## src/sv/ppmfg_pkg.sv

```systemverilog
package ppmfg_pkg;

  // default table depth
  localparam int MAX_CHANNELS_DEF = 16;

  // configuration reset values
  localparam logic [4:0]  CHANNEL_COUNT_RST = 5'd8;
  localparam logic [14:0] PULSE_LENGTH_RST  = 15'd250;
  localparam logic [14:0] PAUSE_LENGTH_RST  = 15'd5250;
  localparam logic        INVERT_RST        = 1'b0;

  // frame timing after reset, in half-microsecond ticks
  localparam logic [15:0] FRAME_PULSE_RST = 16'd500;
  localparam logic [15:0] FRAME_PAUSE_RST = 16'd10500;

  // configuration register indexes
  typedef enum logic [1:0] {
    CFG_CHANNEL_COUNT = 2'd0,
    CFG_PULSE_LENGTH  = 2'd1,
    CFG_PAUSE_LENGTH  = 2'd2,
    CFG_INVERT        = 2'd3
  } cfg_reg_t;

  // channel width write into the live table
  typedef struct packed {
    logic        en;
    logic [3:0]  idx;
    logic [15:0] ticks;
  } tbl_wr_t;

  // per-tick result
  typedef struct packed {
    logic       pin_level;
    logic       frame_start;
    logic [5:0] segment_index;
  } tick_res_t;

endpackage

```

## src/sv/ppmfg_tbl.sv

```systemverilog
module ppmfg_tbl
  import ppmfg_pkg::*;
#(
  parameter int MAX_CHANNELS = MAX_CHANNELS_DEF,
  parameter int IDX_W        = 4
) (
  input  logic              clk,
  input  logic              rst,
  input  tbl_wr_t           wr,
  input  logic              latch,
  input  logic [IDX_W-1:0]  rd_idx,
  output logic [15:0]       rd_data
);

  logic [15:0] live_widths  [MAX_CHANNELS];
  logic [15:0] frame_widths [MAX_CHANNELS];
  logic [5:0]  wr_idx_ext;
  logic        wr_hit;

  // writes beyond the table depth are dropped
  assign wr_idx_ext = 6'(wr.idx);
  assign wr_hit     = wr.en && (wr_idx_ext < 6'(MAX_CHANNELS));

  // live table, written by width requests
  always_ff @(posedge clk) begin
    if (rst) begin
      for (int i = 0; i < MAX_CHANNELS; i++) live_widths[i] <= '0;
    end else if (wr_hit) begin
      live_widths[wr_idx_ext[IDX_W-1:0]] <= wr.ticks;
    end
  end

  // frame table, copied from the live table at frame end
  always_ff @(posedge clk) begin
    if (rst) begin
      for (int i = 0; i < MAX_CHANNELS; i++) frame_widths[i] <= '0;
    end else if (latch) begin
      for (int i = 0; i < MAX_CHANNELS; i++) frame_widths[i] <= live_widths[i];
    end
  end

  assign rd_data = frame_widths[rd_idx];

endmodule

```

## src/sv/ppmfg_seq.sv

```systemverilog
module ppmfg_seq
  import ppmfg_pkg::*;
#(
  parameter int MAX_CHANNELS = MAX_CHANNELS_DEF,
  parameter int IDX_W        = 4
) (
  input  logic              clk,
  input  logic              rst,
  input  logic              tick,
  input  logic [4:0]        channel_count,
  input  logic [14:0]       pulse_length,
  input  logic [14:0]       pause_length,
  input  logic              invert,
  output logic              latch,
  output logic [IDX_W-1:0]  rd_idx,
  input  logic [15:0]       rd_data,
  output tick_res_t         res
);

  localparam int FC_W  = $clog2(MAX_CHANNELS + 1);
  localparam int POS_W = $clog2(2 * MAX_CHANNELS + 2);
  localparam logic [FC_W-1:0] FC_RST =
    FC_W'((int'(CHANNEL_COUNT_RST) > MAX_CHANNELS) ? MAX_CHANNELS
                                                    : int'(CHANNEL_COUNT_RST));

  logic [FC_W-1:0]  frame_channels;
  logic [15:0]      frame_pulse;
  logic [15:0]      frame_pause;
  logic [POS_W-1:0] segment_pos;
  logic [15:0]      ticks_left;

  logic [15:0]      pulse_len;
  logic [15:0]      ticks_dec;
  logic [POS_W-1:0] two_fc;
  logic [POS_W-1:0] pos_inc;
  logic             last_seg;
  logic [15:0]      gap_len;
  logic [15:0]      pause_len;
  logic [15:0]      next_len;
  logic [15:0]      new_pulse_len;
  logic [5:0]       count_ext;
  logic [FC_W-1:0]  fc_latch;
  logic [POS_W+5:0] pos_ext;

  // length of a span less the pulse, never below one tick
  function automatic logic [15:0] at_least_one(input logic [15:0] total,
                                               input logic [15:0] minus);
    logic [15:0] diff;
    diff = total - minus;
    return (total <= minus) ? 16'd1 : diff;
  endfunction

  // segment bookkeeping
  assign pulse_len = (frame_pulse == '0) ? 16'd1 : frame_pulse;
  assign ticks_dec = ticks_left - 16'd1;
  assign two_fc    = POS_W'({frame_channels, 1'b0});
  assign pos_inc   = segment_pos + 1'b1;
  assign last_seg  = (segment_pos == two_fc + 1'b1);
  assign rd_idx    = IDX_W'(pos_inc >> 1);
  assign gap_len   = at_least_one(rd_data, frame_pulse);
  assign pause_len = at_least_one(frame_pause, frame_pulse);

  // length of the segment that follows, with this frame's timing
  always_comb begin
    if (pos_inc < two_fc) begin
      next_len = pos_inc[0] ? gap_len : pulse_len;
    end else if (pos_inc == two_fc) begin
      next_len = pulse_len;
    end else begin
      next_len = pause_len;
    end
  end

  // timing latched for the next frame
  assign new_pulse_len = (pulse_length == '0) ? 16'd1 : {pulse_length, 1'b0};
  assign count_ext     = 6'(channel_count);
  assign fc_latch      = (count_ext > 6'(MAX_CHANNELS)) ? FC_W'(MAX_CHANNELS)
                                                        : FC_W'(channel_count);
  assign latch         = tick && (ticks_dec == '0) && last_seg;

  always_ff @(posedge clk) begin
    if (rst) begin
      frame_channels <= FC_RST;
      frame_pulse    <= FRAME_PULSE_RST;
      frame_pause    <= FRAME_PAUSE_RST;
      segment_pos    <= '0;
      ticks_left     <= FRAME_PULSE_RST;
    end else if (tick) begin
      if (ticks_dec != '0) begin
        ticks_left <= ticks_dec;
      end else if (last_seg) begin
        segment_pos    <= '0;
        frame_channels <= fc_latch;
        frame_pulse    <= {pulse_length, 1'b0};
        frame_pause    <= {pause_length, 1'b0};
        ticks_left     <= new_pulse_len;
      end else begin
        segment_pos <= pos_inc;
        ticks_left  <= next_len;
      end
    end
  end

  // result for the current tick
  assign pos_ext           = {6'd0, segment_pos};
  assign res.pin_level     = segment_pos[0] ? ~invert : invert;
  assign res.frame_start   = (segment_pos == '0) && (ticks_left == pulse_len);
  assign res.segment_index = pos_ext[5:0];

  a_ticks_nonzero: assert property (@(posedge clk) disable iff (rst)
    ticks_left != '0)
    else $error("segment timer reached zero");

  a_pos_in_frame: assert property (@(posedge clk) disable iff (rst)
    segment_pos <= two_fc + 1'b1)
    else $error("segment position beyond frame end");

  a_latch_wraps: assert property (@(posedge clk) disable iff (rst)
    latch |=> segment_pos == '0)
    else $error("frame latch without return to first segment");

endmodule

```

## src/sv/ppm_frame_generator.sv

```systemverilog
// PPM frame generator: drives an RC pulse position frame, one tick at a time.
// Input channel (in_valid/in_ready): cmd=1 stores channel_width (microseconds)
//   for channel_index in the live table and gives no result; cmd=0 is one
//   half-microsecond tick and gives one result.
// Output channel (out_valid/out_ready): pin_level, frame_start on the first
//   tick of a frame, and segment_index (even = pulse, odd = gap or pause).
// Configuration channel (cfg_valid/cfg_ready, cfg_index, cfg_data): channel
//   count, pulse length, pause length, invert; always ready, write while idle.
// Latency: a tick's result is shown the cycle after the request is taken.
// Throughput: one request per cycle; the segment timer and step are a single
//   decrement and compare, and the result register frees in the cycle it is read.
// Stall: while a result waits with out_ready low, in_ready is low; the
//   request is taken in the same cycle the waiting result is read.
// Reset: widths zero, 8 channels, 250 us pulse, 5250 us pause, no invert;
//   the frame starts at the first pulse. Timing is latched at each frame end.
module ppm_frame_generator
  import ppmfg_pkg::*;
#(
  parameter int MAX_CHANNELS = MAX_CHANNELS_DEF
) (
  input  logic        clk,
  input  logic        rst,
  input  logic        in_valid,
  output logic        in_ready,
  input  logic        cmd,
  input  logic [3:0]  channel_index,
  input  logic [14:0] channel_width,
  output logic        out_valid,
  input  logic        out_ready,
  output logic        pin_level,
  output logic        frame_start,
  output logic [5:0]  segment_index,
  input  logic        cfg_valid,
  output logic        cfg_ready,
  input  logic [1:0]  cfg_index,
  input  logic [14:0] cfg_data
);

  localparam int IDX_W = (MAX_CHANNELS > 1) ? $clog2(MAX_CHANNELS) : 1;

  logic [4:0]       channel_count;
  logic [14:0]      pulse_length;
  logic [14:0]      pause_length;
  logic             invert;
  logic             in_acc;
  logic             tick;
  tbl_wr_t          wr;
  logic             latch;
  logic [IDX_W-1:0] rd_idx;
  logic [15:0]      rd_data;
  tick_res_t        res;
  cfg_reg_t         cfg_sel;

  // configuration registers
  assign cfg_ready = 1'b1;
  assign cfg_sel   = cfg_reg_t'(cfg_index);

  always_ff @(posedge clk) begin
    if (rst) begin
      channel_count <= CHANNEL_COUNT_RST;
      pulse_length  <= PULSE_LENGTH_RST;
      pause_length  <= PAUSE_LENGTH_RST;
      invert        <= INVERT_RST;
    end else if (cfg_valid && cfg_ready) begin
      case (cfg_sel)
        CFG_CHANNEL_COUNT: channel_count <= cfg_data[4:0];
        CFG_PULSE_LENGTH:  pulse_length  <= cfg_data;
        CFG_PAUSE_LENGTH:  pause_length  <= cfg_data;
        CFG_INVERT:        invert        <= cfg_data[0];
        default: ;
      endcase
    end
  end

  // request handshake
  assign in_ready = !out_valid || out_ready;
  assign in_acc   = in_valid && in_ready;
  assign tick     = in_acc && !cmd;

  assign wr.en    = in_acc && cmd;
  assign wr.idx   = channel_index;
  assign wr.ticks = {channel_width, 1'b0};

  ppmfg_tbl #(
    .MAX_CHANNELS (MAX_CHANNELS),
    .IDX_W        (IDX_W)
  ) u_tbl (
    .clk     (clk),
    .rst     (rst),
    .wr      (wr),
    .latch   (latch),
    .rd_idx  (rd_idx),
    .rd_data (rd_data)
  );

  ppmfg_seq #(
    .MAX_CHANNELS (MAX_CHANNELS),
    .IDX_W        (IDX_W)
  ) u_seq (
    .clk           (clk),
    .rst           (rst),
    .tick          (tick),
    .channel_count (channel_count),
    .pulse_length  (pulse_length),
    .pause_length  (pause_length),
    .invert        (invert),
    .latch         (latch),
    .rd_idx        (rd_idx),
    .rd_data       (rd_data),
    .res           (res)
  );

  // result register
  always_ff @(posedge clk) begin
    if (rst) begin
      out_valid <= 1'b0;
    end else if (tick) begin
      out_valid <= 1'b1;
    end else if (out_ready) begin
      out_valid <= 1'b0;
    end
  end

  always_ff @(posedge clk) begin
    if (tick) begin
      pin_level     <= res.pin_level;
      frame_start   <= res.frame_start;
      segment_index <= res.segment_index;
    end
  end

  a_tick_result: assert property (@(posedge clk) disable iff (rst)
    tick |=> out_valid)
    else $error("tick request gave no result");

  a_write_silent: assert property (@(posedge clk) disable iff (rst)
    (in_acc && cmd) |=> !out_valid)
    else $error("width write gave a result");

  a_start_first_seg: assert property (@(posedge clk) disable iff (rst)
    (out_valid && frame_start) |-> segment_index == 6'd0)
    else $error("frame start outside first segment");

endmodule

```

## config.mk

```make
export PLATFORM = sky130hd
export DESIGN_NAME = ppm_frame_generator
export DESIGN_NICKNAME = d
export VERILOG_FILES = /design/src/sv/ppmfg_pkg.sv /design/src/sv/ppmfg_tbl.sv /design/src/sv/ppmfg_seq.sv /design/src/sv/ppm_frame_generator.sv
export SDC_FILE = /design/constraint.sdc
export NUM_CORES = 1
export LEC_CHECK = 0
export BUFFER_PORTS_ARGS = -buffer_cell sky130_fd_sc_hd__buf_2
export CAP_MARGIN = 25
export CORE_ASPECT_RATIO = 0.75
export CORE_MARGIN = 2
export CORE_UTILIZATION = 50
export CTS_CLUSTER_SIZE = 14
export DETAILED_ROUTE_END_ITERATION = 8
export GPL_TIMING_DRIVEN = 1
export PLACE_DENSITY = 0.64
export RECOVER_POWER = 100
export SETUP_SLACK_MARGIN = 0.3
export SYNTH_ARGS = -nofsm -noshare
export SYNTH_HDL_FRONTEND = slang
export SYNTH_SLANG_ARGS = --single-unit
```

## constraint.sdc

```tcl
create_clock -name clk -period 16.25 [get_ports clk]
set_input_delay 2.4375 -clock clk [delete_from_list [all_inputs] [get_ports clk]]
set_output_delay 2.4375 -clock clk [all_outputs]
set_load 0.005 [all_outputs]
```

==> qor.txt, run 1 <==
Status: finished, violations left
Failing checks: max-capacitance violations, max-slew violations
Final Hold Slack: 0.461 ns
Starting density of the core: 0.504
H-Tree Level Count: 2
CTS clock-pin slew for the worst setup and hold paths: 0.06 ns
Width of the chip: 270 um
Total routing resource utilization after global routing: 0.254
Met1 Track Usage GR: 0.384
Final slew viol count: 713
Final worst-path setup slack: 5.89 ns
Number of port buffers: 51
Required time of the critical path: 16.48 ns
Transition time at the pin with the least slew margin: 4.19 ns
Post-detailed-route count of antenna-violating nets: 0
Worst hold path class: flop to flop
Insertion delay to the later sink of the worst-skew pair: 0.63 ns
Post-Place Cells: 2,715
Avg WL per Cell: 24.6 um
Total CTS buffers: 56
Post-Synthesis Cells: 2,056
Count of final hold-check violations: 0
DIE AREA: 0.0551 mm^2
Number of top-level pins: 53
Maximum fanout encountered on the critical timing path: 90
Post-synth EDFFs: 488
Fraction of registers with async set/reset: 0
Static power due to leakage: 0.0104 uW
Slew Limit Headroom: -1.79
Final routed wirelength across all metal layers: 69.3 mm
Detailed placement HPWL: 45.0 mm
Crit share post-route: 0.637
Net count after synthesis: 2,139
Std-Cell Core Area: 0.0528 mm^2
Worst Path Arrival: 10.59 ns
Cell variety after synth: 74
Reg area: 0.0165 mm^2
Combined area of all synthesized cells: 0.0266 mm^2
Final-report setup violation count: 0
Number of max-cap violations: 20
Final critical delay including setup and external delays: 10.36 ns
Highest-utilization routing layer at the global route stage: met1
Pin count of the biggest net entering global routing: 111
Resize count post-CTS: 0
Worst Setup Path Type: primary input to flop
Met2 Usage GRT: 0.378
Layout cell share with drive strength beyond 1: 0.109
Area of combinational cells with multiple inputs: 0.00936 mm^2
Synth Register Bits: 582
Met3 Track Usage GR: 0.0489
Grt total ovfl: 0
Detailed-route via count: 16,334
Setup Buffers After CTS: 0
Peak supply drop: 0.0000786 V
Sequential area share after synthesis: 0.621
Setup slack at placement: 9.88 ns
Vias per std cell: 5.79
Detailed-route DRC error count: 0
DRT iter0 DRCs: 1,751
Number of warnings reported in the yosys synthesis log: 0
Overall Power: 3100 uW
Synth-to-Final Area Change: 9.49%
Maximum clock insertion buffer count: 3
Fillers: 4,476
CTS tree: done
Placer congestion estimate: 0.942
Standard-cell row count: 73
Number of iterations in the first detailed-routing pass: 5
DIE HEIGHT: 204 um
Clock Root Buffer: sky130_fd_sc_hd__clkbuf_16
Number of hold-repair buffers added at the cts stage: 0
Clk sink count: 582
Most used flip-flop cell after synthesis: sky130_fd_sc_hd__edfxtp_1
First-pass GRT wire length: 103 mm
Post-layout nets: 2,144
Clock Skews: 0.0223 ns
FMAX: 0.0965 GHz
PwrDens: 106 mW/mm^2
Summed negative setup slack over all endpoints: 0 ns
Setup repair after global routing missed its margin: false
Vias in the first global route: 15,846
Initial antenna violation count: 1
Average cell area after synthesis: 12.9 um^2
CP endpoint kind: flop
Kind of start point of the critical path: primary input
Post-route insts no fill: 2,820
[per-stage QoR]
stage / instance area (um^2) / util
global placement: 27500 / 0.521
floorplan: 26600 / -
global route: 29100 / 0.552
detailed placement: 27500 / 0.521
finish: 29100 / 0.552
CTS: 29300 / 0.554
[flip-flops by register name (all words and copies together) (netlist names)]
signal,flops
u_tbl.frame_widths,240
u_tbl.live_widths,240
u_seq.ticks_left,16
pause_length,15
pulse_length,15
u_seq.frame_pause,15
u_seq.frame_pulse,15
segment_index,6
u_seq.segment_pos,6
channel_count,5
u_seq.frame_channels,5
frame_start,1
invert,1
out_valid,1
pin_level,1
[routing by layer]
metal	share of wire	vias to the layer above	wire length, um
met5	0	-	0
met4	0.022	0	1550
met3	0.075	96	5180
met2	0.44	613	30500
met1	0.46	8209	32000
li1	-	7416	-
[cells in the final DEF (no fill, tap or decap), drive strengths merged, types with 9 or more instances in the layout]
| cell | synthesis | routed |
|---|---|---|
| a221oi | 18 | 18 |
| o21ai | 26 | 26 |
| nand2b | 9 | 9 |
| clkbuf | 111 | 98 |
| xnor2 | 31 | 31 |
| nor2 | 64 | 64 |
| ha | 39 | 39 |
| mux4 | 75 | 75 |
| xor2 | 23 | 23 |
| buf | 26 | 56 |
| nand2 | 156 | 156 |
| edfxtp | 488 | 488 |
| and2 | 394 | 394 |
| a21oi | 97 | 97 |
| nor4 | 16 | 16 |
| a211o | 12 | 12 |
| or3 | 18 | 18 |
| clkinv | 0 | 26 |
| nand3 | 22 | 22 |
| a211oi | 13 | 13 |
| inv | 41 | 43 |
| dfxtp | 94 | 94 |
| nand3b | 22 | 22 |
| nand4 | 13 | 13 |
| nor2b | 96 | 96 |
| or2 | 20 | 20 |
| nor3 | 28 | 28 |
[critical path, stage by stage]
cell,delay (ns)
sky130_fd_sc_hd__clkbuf_1,2.71
sky130_fd_sc_hd__nand2b_1,1.12
sky130_fd_sc_hd__clkbuf_1,2.98
sky130_fd_sc_hd__buf_4,1.16
[area by class of cell]
class | count | area share
repair buffers | 84 | 0.0143
inverters | 41 | 0.00528
clock buffers | 70 | 0.0506
clock inverters | 34 | 0.0106
flip-flops and latches | 582 | 0.567
diodes | 1 | 0.0000859
multi-input cells | 1296 | 0.321
well taps | 712 | 0.0306
[final timing paths]
kind	slack, ns	from	endpoint	depth (start not counted)
worst min-delay path	0.46	u_seq.frame_pause[1]	u_seq.frame_pause[1]	2
worst min register to register	0.46	u_seq.frame_pause[1]	u_seq.frame_pause[1]	2
worst max register to register	7.38	u_seq.ticks_left[0]	u_tbl.frame_widths[8][14]	12
worst max-delay path	5.89	rst	u_tbl.frame_widths[5][14]	4
[cell families after synthesis]
group | share of synthesized area
xor+xnor | 0.0178
other cells | 0.000141
fa+ha+maj | 0.0198
buf+inv | 0.0290
flops | 0.621
mux | 0.0661
simple gates | 0.188
compound gates | 0.0578
[report_power, final]
group / switching [uW] / internal (uW)
Combinational: 86.2 / 35.0
Sequential: 17.5 / 1660
Clock: 571 / 724
Total: 675 / 2420
[cell usage after synthesis (11+ instances only)]
cell type,n,share of area
sky130_fd_sc_hd__a221oi_1,18,0.0059
sky130_fd_sc_hd__nor2b_1,96,0.023
sky130_fd_sc_hd__buf_6,11,0.0047
sky130_fd_sc_hd__nor2_1,63,0.0089
sky130_fd_sc_hd__nand3_1,22,0.0041
sky130_fd_sc_hd__edfxtp_1,488,0.55
sky130_fd_sc_hd__a211o_1,12,0.0039
sky130_fd_sc_hd__a21oi_1,97,0.018
sky130_fd_sc_hd__inv_1,40,0.0056
sky130_fd_sc_hd__a211oi_1,13,0.0037
sky130_fd_sc_hd__or2_2,19,0.0045
sky130_fd_sc_hd__ha_1,39,0.018
sky130_fd_sc_hd__or3_1,18,0.0042
sky130_fd_sc_hd__xor2_1,23,0.0076
sky130_fd_sc_hd__nand3b_1,22,0.0062
sky130_fd_sc_hd__and2_1,394,0.093
sky130_fd_sc_hd__dfxtp_1,94,0.071
sky130_fd_sc_hd__nor3_1,28,0.0053
sky130_fd_sc_hd__clkbuf_1,111,0.016
sky130_fd_sc_hd__nand2_1,156,0.022
sky130_fd_sc_hd__mux4_2,75,0.063
sky130_fd_sc_hd__nor4_1,15,0.0035
sky130_fd_sc_hd__o21ai_0,26,0.0049
sky130_fd_sc_hd__xnor2_1,31,0.010
sky130_fd_sc_hd__nand4_1,13,0.0031
Note: power is estimated with default switching activity, not from simulation.
==> run 2: changes to the inputs <==
ABC_AREA = 1   (was not set)
clock period = 10.4 ns   (was 16.25 ns; I/O delays follow)
==> qor.txt, run 2 <==
Status: finished, violations left
Failing checks: max-capacitance violations, max-slew violations
Combined area of all synthesized cells: 0.0279 mm^2 (+4.6%)
Required time of the critical path: 10.61 ns (-5.87 ns)
Most frequent standard cell in the layout excluding fill and tap cells: sky130_fd_sc_hd__nor2_1
Starting density of the core: 0.509 (+0.00483)
Average cell area after synthesis: 9.42 um^2 (-27%)
FMAX: 0.128 GHz
Clock Root Buffer: sky130_fd_sc_hd__clkbuf_16
DRT iter0 DRCs: 2,383 (+36%)
Peak supply drop: 0.000136 V (+73%)
Detailed placement HPWL: 51.7 mm (+15%)
Most used flip-flop cell after synthesis: sky130_fd_sc_hd__edfxtp_1
Synth-to-Final Area Change: 7.03%
CP endpoint kind: flop
CTS tree: done
First-pass GRT wire length: 119 mm (+15%)
Vias in the first global route: 19,227 (+21%)
Cell variety after synth: 47 (-36%)
Post-layout nets: 3,026 (+41%)
Total routing resource utilization after global routing: 0.271 (+0.0176)
Final critical delay including setup and external delays: 7.81 ns
Net count after synthesis: 3,039 (+42%)
Post-Synthesis Cells: 2,956 (+44%)
Vias per std cell: 5.47 (-5.6%)
Most numerous cell in the Yosys netlist: sky130_fd_sc_hd__nor2_1
Detailed-route DRC error count: 0 (unchanged)
Maximum fanout encountered on the critical timing path: 115 (+28%)
Number of hold-repair buffers added at the cts stage: 0 (unchanged)
Layout cell share with drive strength beyond 1: 0.0669 (-0.0418)
Final slew viol count: 372 (-48%)
Static power due to leakage: 0.0122 uW (+17%)
Detailed-route via count: 20,282 (+24%)
Clock Skews: 0.0257 ns (+0.00346 ns)
Insertion delay to the later sink of the worst-skew pair: 0.64 ns (about the same)
Clk sink count: 582 (unchanged)
Summed negative setup slack over all endpoints: 0 ns (unchanged)
Post-synth EDFFs: 488 (unchanged)
Final Hold Slack: 0.462 ns (+0.00117 ns)
Avg WL per Cell: 21.0 um (-14%)
Sequential area share after synthesis: 0.594 (-0.0276)
Width of the chip: 277 um (+2.3%)
Total CTS buffers: 55 (-1.8%)
Synth top area cells: sky130_fd_sc_hd__edfxtp_1, sky130_fd_sc_hd__nor2_1, sky130_fd_sc_hd__dfxtp_1, sky130_fd_sc_hd__inv_1, sky130_fd_sc_hd__nand2_1
Met2 Usage GRT: 0.394 (+0.0159)
Worst Path Arrival: 8.02 ns (-2.57 ns)
Post-detailed-route count of antenna-violating nets: 0 (unchanged)
Transition time at the pin with the least slew margin: 3.87 ns (-0.320 ns)
Number of iterations in the first detailed-routing pass: 8 (+3)
H-Tree Level Count: 2 (unchanged)
Fraction of registers with async set/reset: 0 (unchanged)
Most frequent cells in the layout: sky130_fd_sc_hd__nor2_1, sky130_fd_sc_hd__edfxtp_1, sky130_fd_sc_hd__inv_1, sky130_fd_sc_hd__nand2_1, sky130_fd_sc_hd__o21ai_0
Number of top-level pins: 53 (unchanged)
Met1 Track Usage GR: 0.421 (+0.0371)
Worst Setup Path Type: primary input to flop
Synth Register Bits: 582 (unchanged)
Overall Power: 4960 uW (+60%)
Area fraction of the dominant cell type after synthesis: 0.526 (-0.0244)
Grt total ovfl: 0 (unchanged)
Yosys top cell by area: sky130_fd_sc_hd__edfxtp_1
Maximum clock insertion buffer count: 3 (unchanged)
Pin count of the biggest net entering global routing: 116 (+4.5%)
Worst hold path class: flop to flop
Kind of start point of the critical path: primary input
Crit share post-route: 0.751
Standard-cell row count: 74 (+1.4%)
DIE HEIGHT: 208 um (+2.3%)
Final routed wirelength across all metal layers: 78.1 mm (+13%)
Slew Limit Headroom: -1.58 (+0.213)
Placer congestion estimate: 0.996 (+5.7%)
Setup slack at placement: 4.41 ns (-5.47 ns)
Met3 Track Usage GR: 0.0495 (+0.000651)
Setup repair after global routing missed its margin: false
Resize count post-CTS: 0 (unchanged)
Std-Cell Core Area: 0.0547 mm^2 (+3.6%)
Number of warnings reported in the yosys synthesis log: 0 (unchanged)
Initial antenna violation count: 2 (+1)
Final worst-path setup slack: 2.59 ns (-3.30 ns)
Highest-utilization routing layer at the global route stage: met1
Leading post-synthesis cells by instance count: sky130_fd_sc_hd__nor2_1, sky130_fd_sc_hd__edfxtp_1, sky130_fd_sc_hd__inv_1, sky130_fd_sc_hd__nand2_1, sky130_fd_sc_hd__o21ai_0
DIE AREA: 0.0576 mm^2 (+4.6%)
Final-report setup violation count: 0 (unchanged)
CTS clock-pin slew for the worst setup and hold paths: 0.07 ns (about the same)
PwrDens: 166 mW/mm^2 (+57%)
Setup Buffers After CTS: 0 (unchanged)
Top Registers: u_tbl.frame_widths: 240 flops, u_tbl.live_widths: 240 flops, u_seq.ticks_left: 16 flops
Number of max-cap violations: 6 (-70%)
Count of final hold-check violations: 0 (unchanged)
Number of port buffers: 51 (unchanged)
run 2: changes by cell type after synthesis, moves of 16 or more:
cell | before | now
sky130_fd_sc_hd__xnor2_1 | 31 | 11
sky130_fd_sc_hd__or2_2 | 19 | 2
sky130_fd_sc_hd__o21ai_0 | 26 | 174
sky130_fd_sc_hd__inv_1 | 40 | 389
sky130_fd_sc_hd__nand3b_1 | 22 | 6
sky130_fd_sc_hd__and2_1 | 394 | 4
sky130_fd_sc_hd__nor2b_1 | 96 | 0
sky130_fd_sc_hd__mux4_2 | 75 | 0
sky130_fd_sc_hd__nand2_1 | 156 | 389
sky130_fd_sc_hd__a31oi_1 | 8 | 26
sky130_fd_sc_hd__nor2_1 | 63 | 737
sky130_fd_sc_hd__nor2_4 | 0 | 108
sky130_fd_sc_hd__nand3_1 | 22 | 120
sky130_fd_sc_hd__or3_1 | 18 | 0
run 2: power by group:
part,total [uW],internal (uW),switching (uW)
sequential,2630,2600,35.5
combinational,237,55.3,182
clock,2090,1180,912
total,4960,3830,1130
run 2: routing by layer:
layer / share of wire / vias up
li1: - / 9524
met1: 0.47 / 9862
met2: 0.42 / 793
met3: 0.089 / 103
met4: 0.019 / 0
met5: 0 / -
run 2: cell type report:
class,count,area [um^2]
timing repair buffer,69,424
sequential,582,16500
clock inverter,33,395
tap,722,903
fill,4985,24900
inverter,398,1490
antenna,1,2.50
clock buffer,69,1430
multi-input combinational,1837,8630
run 2: critical path: stages:
cell and delay (ns):
sky130_fd_sc_hd__clkbuf_1 1.64, sky130_fd_sc_hd__clkinv_1 0.34, sky130_fd_sc_hd__clkbuf_1 1.36, sky130_fd_sc_hd__nand2_8 1.41
sky130_fd_sc_hd__clkbuf_2 1.51
run 2: per-stage QoR:
step,cells,cell area [um^2],utilization
final,3711,29800,0.545
after global routing,3711,29800,0.545
after global placement,3605,28500,0.520
after floorplan,2956,27900,-
after CTS,3708,30300,0.554
after detailed placement,3606,28500,0.521
run 2: path summary, 6_finish.rpt:
path,from,endpoint,slack [ns],cells after the start
worst max register to register,u_seq.segment_pos[0],u_seq.ticks_left[11],3.63,24
worst min register to register,pause_length[6],u_seq.frame_pause[7],0.46,2
worst min-delay path,pause_length[6],u_seq.frame_pause[7],0.46,2
worst max-delay path,rst,u_tbl.frame_widths[12][8],2.59,5
run 2: logic make-up after synthesis:
kind of cell / count (synthesis) / synth area share
XOR/XNOR: 24 / 0.00755
AND/OR/NAND/NOR: 1425 / 0.234
AO/OA/AOI/OAI: 346 / 0.0658
flip-flops: 582 / 0.594
adder cells (fa/ha/maj): 41 / 0.0190
other: 1 / 0.000135
buffers and inverters: 537 / 0.0800
==> run 3: changes to the inputs <==
ABC_AREA = 0   (was 1)
clock period = 8.1 ns   (was 10.4 ns; I/O delays follow)
==> qor.txt, run 3 (synthesis gave the netlist of run 1 again) <==
Post-placement cell area: 0.0275 mm^2 (-3.5%)
Failing checks: max-capacitance violations, max-slew violations
Insertion delay to the later sink of the worst-skew pair: 0.63 ns (about the same)
Maximum fanout encountered on the critical timing path: 49 (-57%)
Initial antenna violation count: 2 (unchanged)
Startpoint of the most critical hold path: pause_length[4]
Standard-cell row count: 73 (-1.4%)
Cell depth of the worst hold path: 2 (unchanged)
Kind of start point of the critical path: flop
CTS tree: done
Std-Cell Core Area: 0.0528 mm^2 (-3.5%)
H-Tree Level Count: 2 (unchanged)
Utilization after layout: 0.552 (+0.00742)
Final Hold Slack: 0.458 ns (-0.00410 ns)
R2R setup slack: 1.61 ns (-2.02 ns)
Clock Skews: 0.0185 ns (-0.00719 ns)
Most frequent cells in the layout: sky130_fd_sc_hd__edfxtp_1, sky130_fd_sc_hd__and2_1, sky130_fd_sc_hd__and2_0, sky130_fd_sc_hd__nand2_1, sky130_fd_sc_hd__a21oi_1
Final-report setup violation count: 0 (unchanged)
Transition time at the pin with the least slew margin: 3.61 ns (-0.262 ns)
Placer congestion estimate: 0.940 (-5.7%)
Pin count of the biggest net entering global routing: 119 (+2.6%)
Number of hold-repair buffers added at the cts stage: 0 (unchanged)
CP endpoint kind: flop
Crit share post-route: 0.801
Top Registers: u_tbl.frame_widths: 240 flops, u_tbl.live_widths: 240 flops, u_seq.ticks_left: 16 flops
Post-layout nets: 2,145 (-29%)
Vias per std cell: 5.82 (+6.6%)
Detailed-route DRC error count: 0 (unchanged)
R2r worst-path depth: 12 (-50%)
Beginning of the worst register-to-register path: u_seq.ticks_left[1]
Total CTS buffers: 55 (unchanged)
Detailed-route via count: 16,429 (-19%)
WHS Endpoint: pause_length[4]
Number of max-cap violations: 12 (+6)
Static power due to leakage: 0.0104 uW (-14%)
First-pass GRT wire length: 104 mm (-13%)
Final slew viol count: 422 (+13%)
Worst Setup Path Type: flop to flop
Resize count post-CTS: 0 (unchanged)
Final routed wirelength across all metal layers: 70.0 mm (-10%)
Avg WL per Cell: 24.8 um (+18%)
Status: finished, violations left
Required time of the critical path: 8.57 ns (-2.04 ns)
Peak supply drop: 0.000180 V (+33%)
Endpoint of the most critical register-to-register path: u_tbl.frame_widths[3][6]
Final non-filler cell area: 0.0292 mm^2 (-2.2%)
DRT iter0 DRCs: 1,754 (-26%)
FMAX: 0.154 GHz
Most frequent standard cell in the layout excluding fill and tap cells: sky130_fd_sc_hd__edfxtp_1
Setup Buffers After CTS: 0 (unchanged)
Setup repair after global routing missed its margin: false
Width of the chip: 270 um (-2.2%)
Clk sink count: 582 (unchanged)
Vias in the first global route: 15,880 (-17%)
Starting density of the core: 0.504 (-0.00483)
CTS clock-pin slew for the worst setup and hold paths: 0.07 ns (about the same)
Final critical delay including setup and external delays: 6.49 ns
Worst hold path class: flop to flop
Number of port buffers: 51 (unchanged)
Maximum clock insertion buffer count: 3 (unchanged)
Post-detailed-route count of antenna-violating nets: 0 (unchanged)
Count of final hold-check violations: 0 (unchanged)
Number of top-level pins: 53 (unchanged)
Synth-to-Final Area Change: 9.53%
Layout cell share with drive strength beyond 1: 0.108 (+0.0412)
Grt total ovfl: 0 (unchanged)
Clock Root Buffer: sky130_fd_sc_hd__clkbuf_16
Summed negative setup slack over all endpoints: 0 ns (unchanged)
PwrDens: 212 mW/mm^2 (+28%)
DIE HEIGHT: 204 um (-2.2%)
Detailed placement HPWL: 47.2 mm (-8.8%)
Worst Path Arrival: 6.96 ns (-1.06 ns)
DIE AREA: 0.0551 mm^2 (-4.4%)
Total routing resource utilization after global routing: 0.255 (-0.0161)
Number of iterations in the first detailed-routing pass: 6 (-2)
Slew Limit Headroom: -1.41 (+0.175)
## run 3: cell count changes in the layout (fill, tap and decap cells not counted), sizes merged, moves of 20 or more
| cell | change |
|---|---|
| nor2b | +96 |
| o21ai | -158 |
| inv | -353 |
| nor2 | -786 |
| mux4 | +75 |
| nand3 | -99 |
| clkbuf | +26 |
| nand2 | -242 |
| and2 | +390 |
| xnor2 | +20 |
## run 3: layer usage
layer	global-route usage	up-vias	routed length [um]
met5	0	-	0
met4	0.0539	0	1290
met3	0.0364	94	4150
met2	0.398	548	32100
met1	0.384	8366	32400
li1	-	7421	-
## run 3: critical path: stages, from the launching register on
cell and delay [ns]:
sky130_fd_sc_hd__dfxtp_1 0.42, sky130_fd_sc_hd__inv_1 0.13, sky130_fd_sc_hd__ha_1 0.37, sky130_fd_sc_hd__or4b_1 0.62, sky130_fd_sc_hd__a2111oi_0 0.46, sky130_fd_sc_hd__nor3b_1 0.16
sky130_fd_sc_hd__or4_1 0.53, sky130_fd_sc_hd__or2_0 0.39, sky130_fd_sc_hd__or3_1 0.43, sky130_fd_sc_hd__clkbuf_1 0.78, sky130_fd_sc_hd__nor2_8 0.83, sky130_fd_sc_hd__clkbuf_1 0.90
sky130_fd_sc_hd__and2_0 0.24
## run 3: worst max path at each step
stage,start,endpoint,slack [ns],cells after the start
2_1_floorplan,u_seq.ticks_left[0],u_tbl.frame_widths[0][10],1.53,13
3_3_place_gp,u_seq.segment_pos[0],u_seq.ticks_left[0],2.78,15
3_5_place_dp,u_seq.segment_pos[2],u_seq.ticks_left[0],2.74,15
4_1_cts,u_seq.segment_pos[2],u_seq.ticks_left[0],2.69,15
5_1_grt,u_seq.segment_pos[2],u_seq.ticks_left[0],1.23,16
6_report,u_seq.ticks_left[1],u_tbl.frame_widths[3][6],1.61,12
## run 3: report_power, final
group	leakage (uW)	switching (uW)	internal, uW
combinational	0.00369	167	70.7
clock	0.000863	1160	1410
sequential	0.00590	45.5	3330
total	0.0104	1370	4820
## run 3: layout make-up
cell class              count  area (um^2)
diodes                      1         2.50
clock buffers              77         1510
clock inverters            26          279
fillers                  4400        23600
inverters                  41          154
multi-input cells        1296         9350
flip-flops and latches    582        16500
well taps                 712          891
repair buffers             86          440
## run 3: per-stage QoR
stage / worst slack [ns] / power [uW] / std cells
finish: 1.61 / 6190 / 2821
global route: 1.23 / 6360 / 2820
CTS: 2.69 / 6230 / 2819
detailed placement: 2.74 / 3680 / 2716
global placement: 2.78 / 3670 / 2716
floorplan: 1.53 / 3570 / 2056
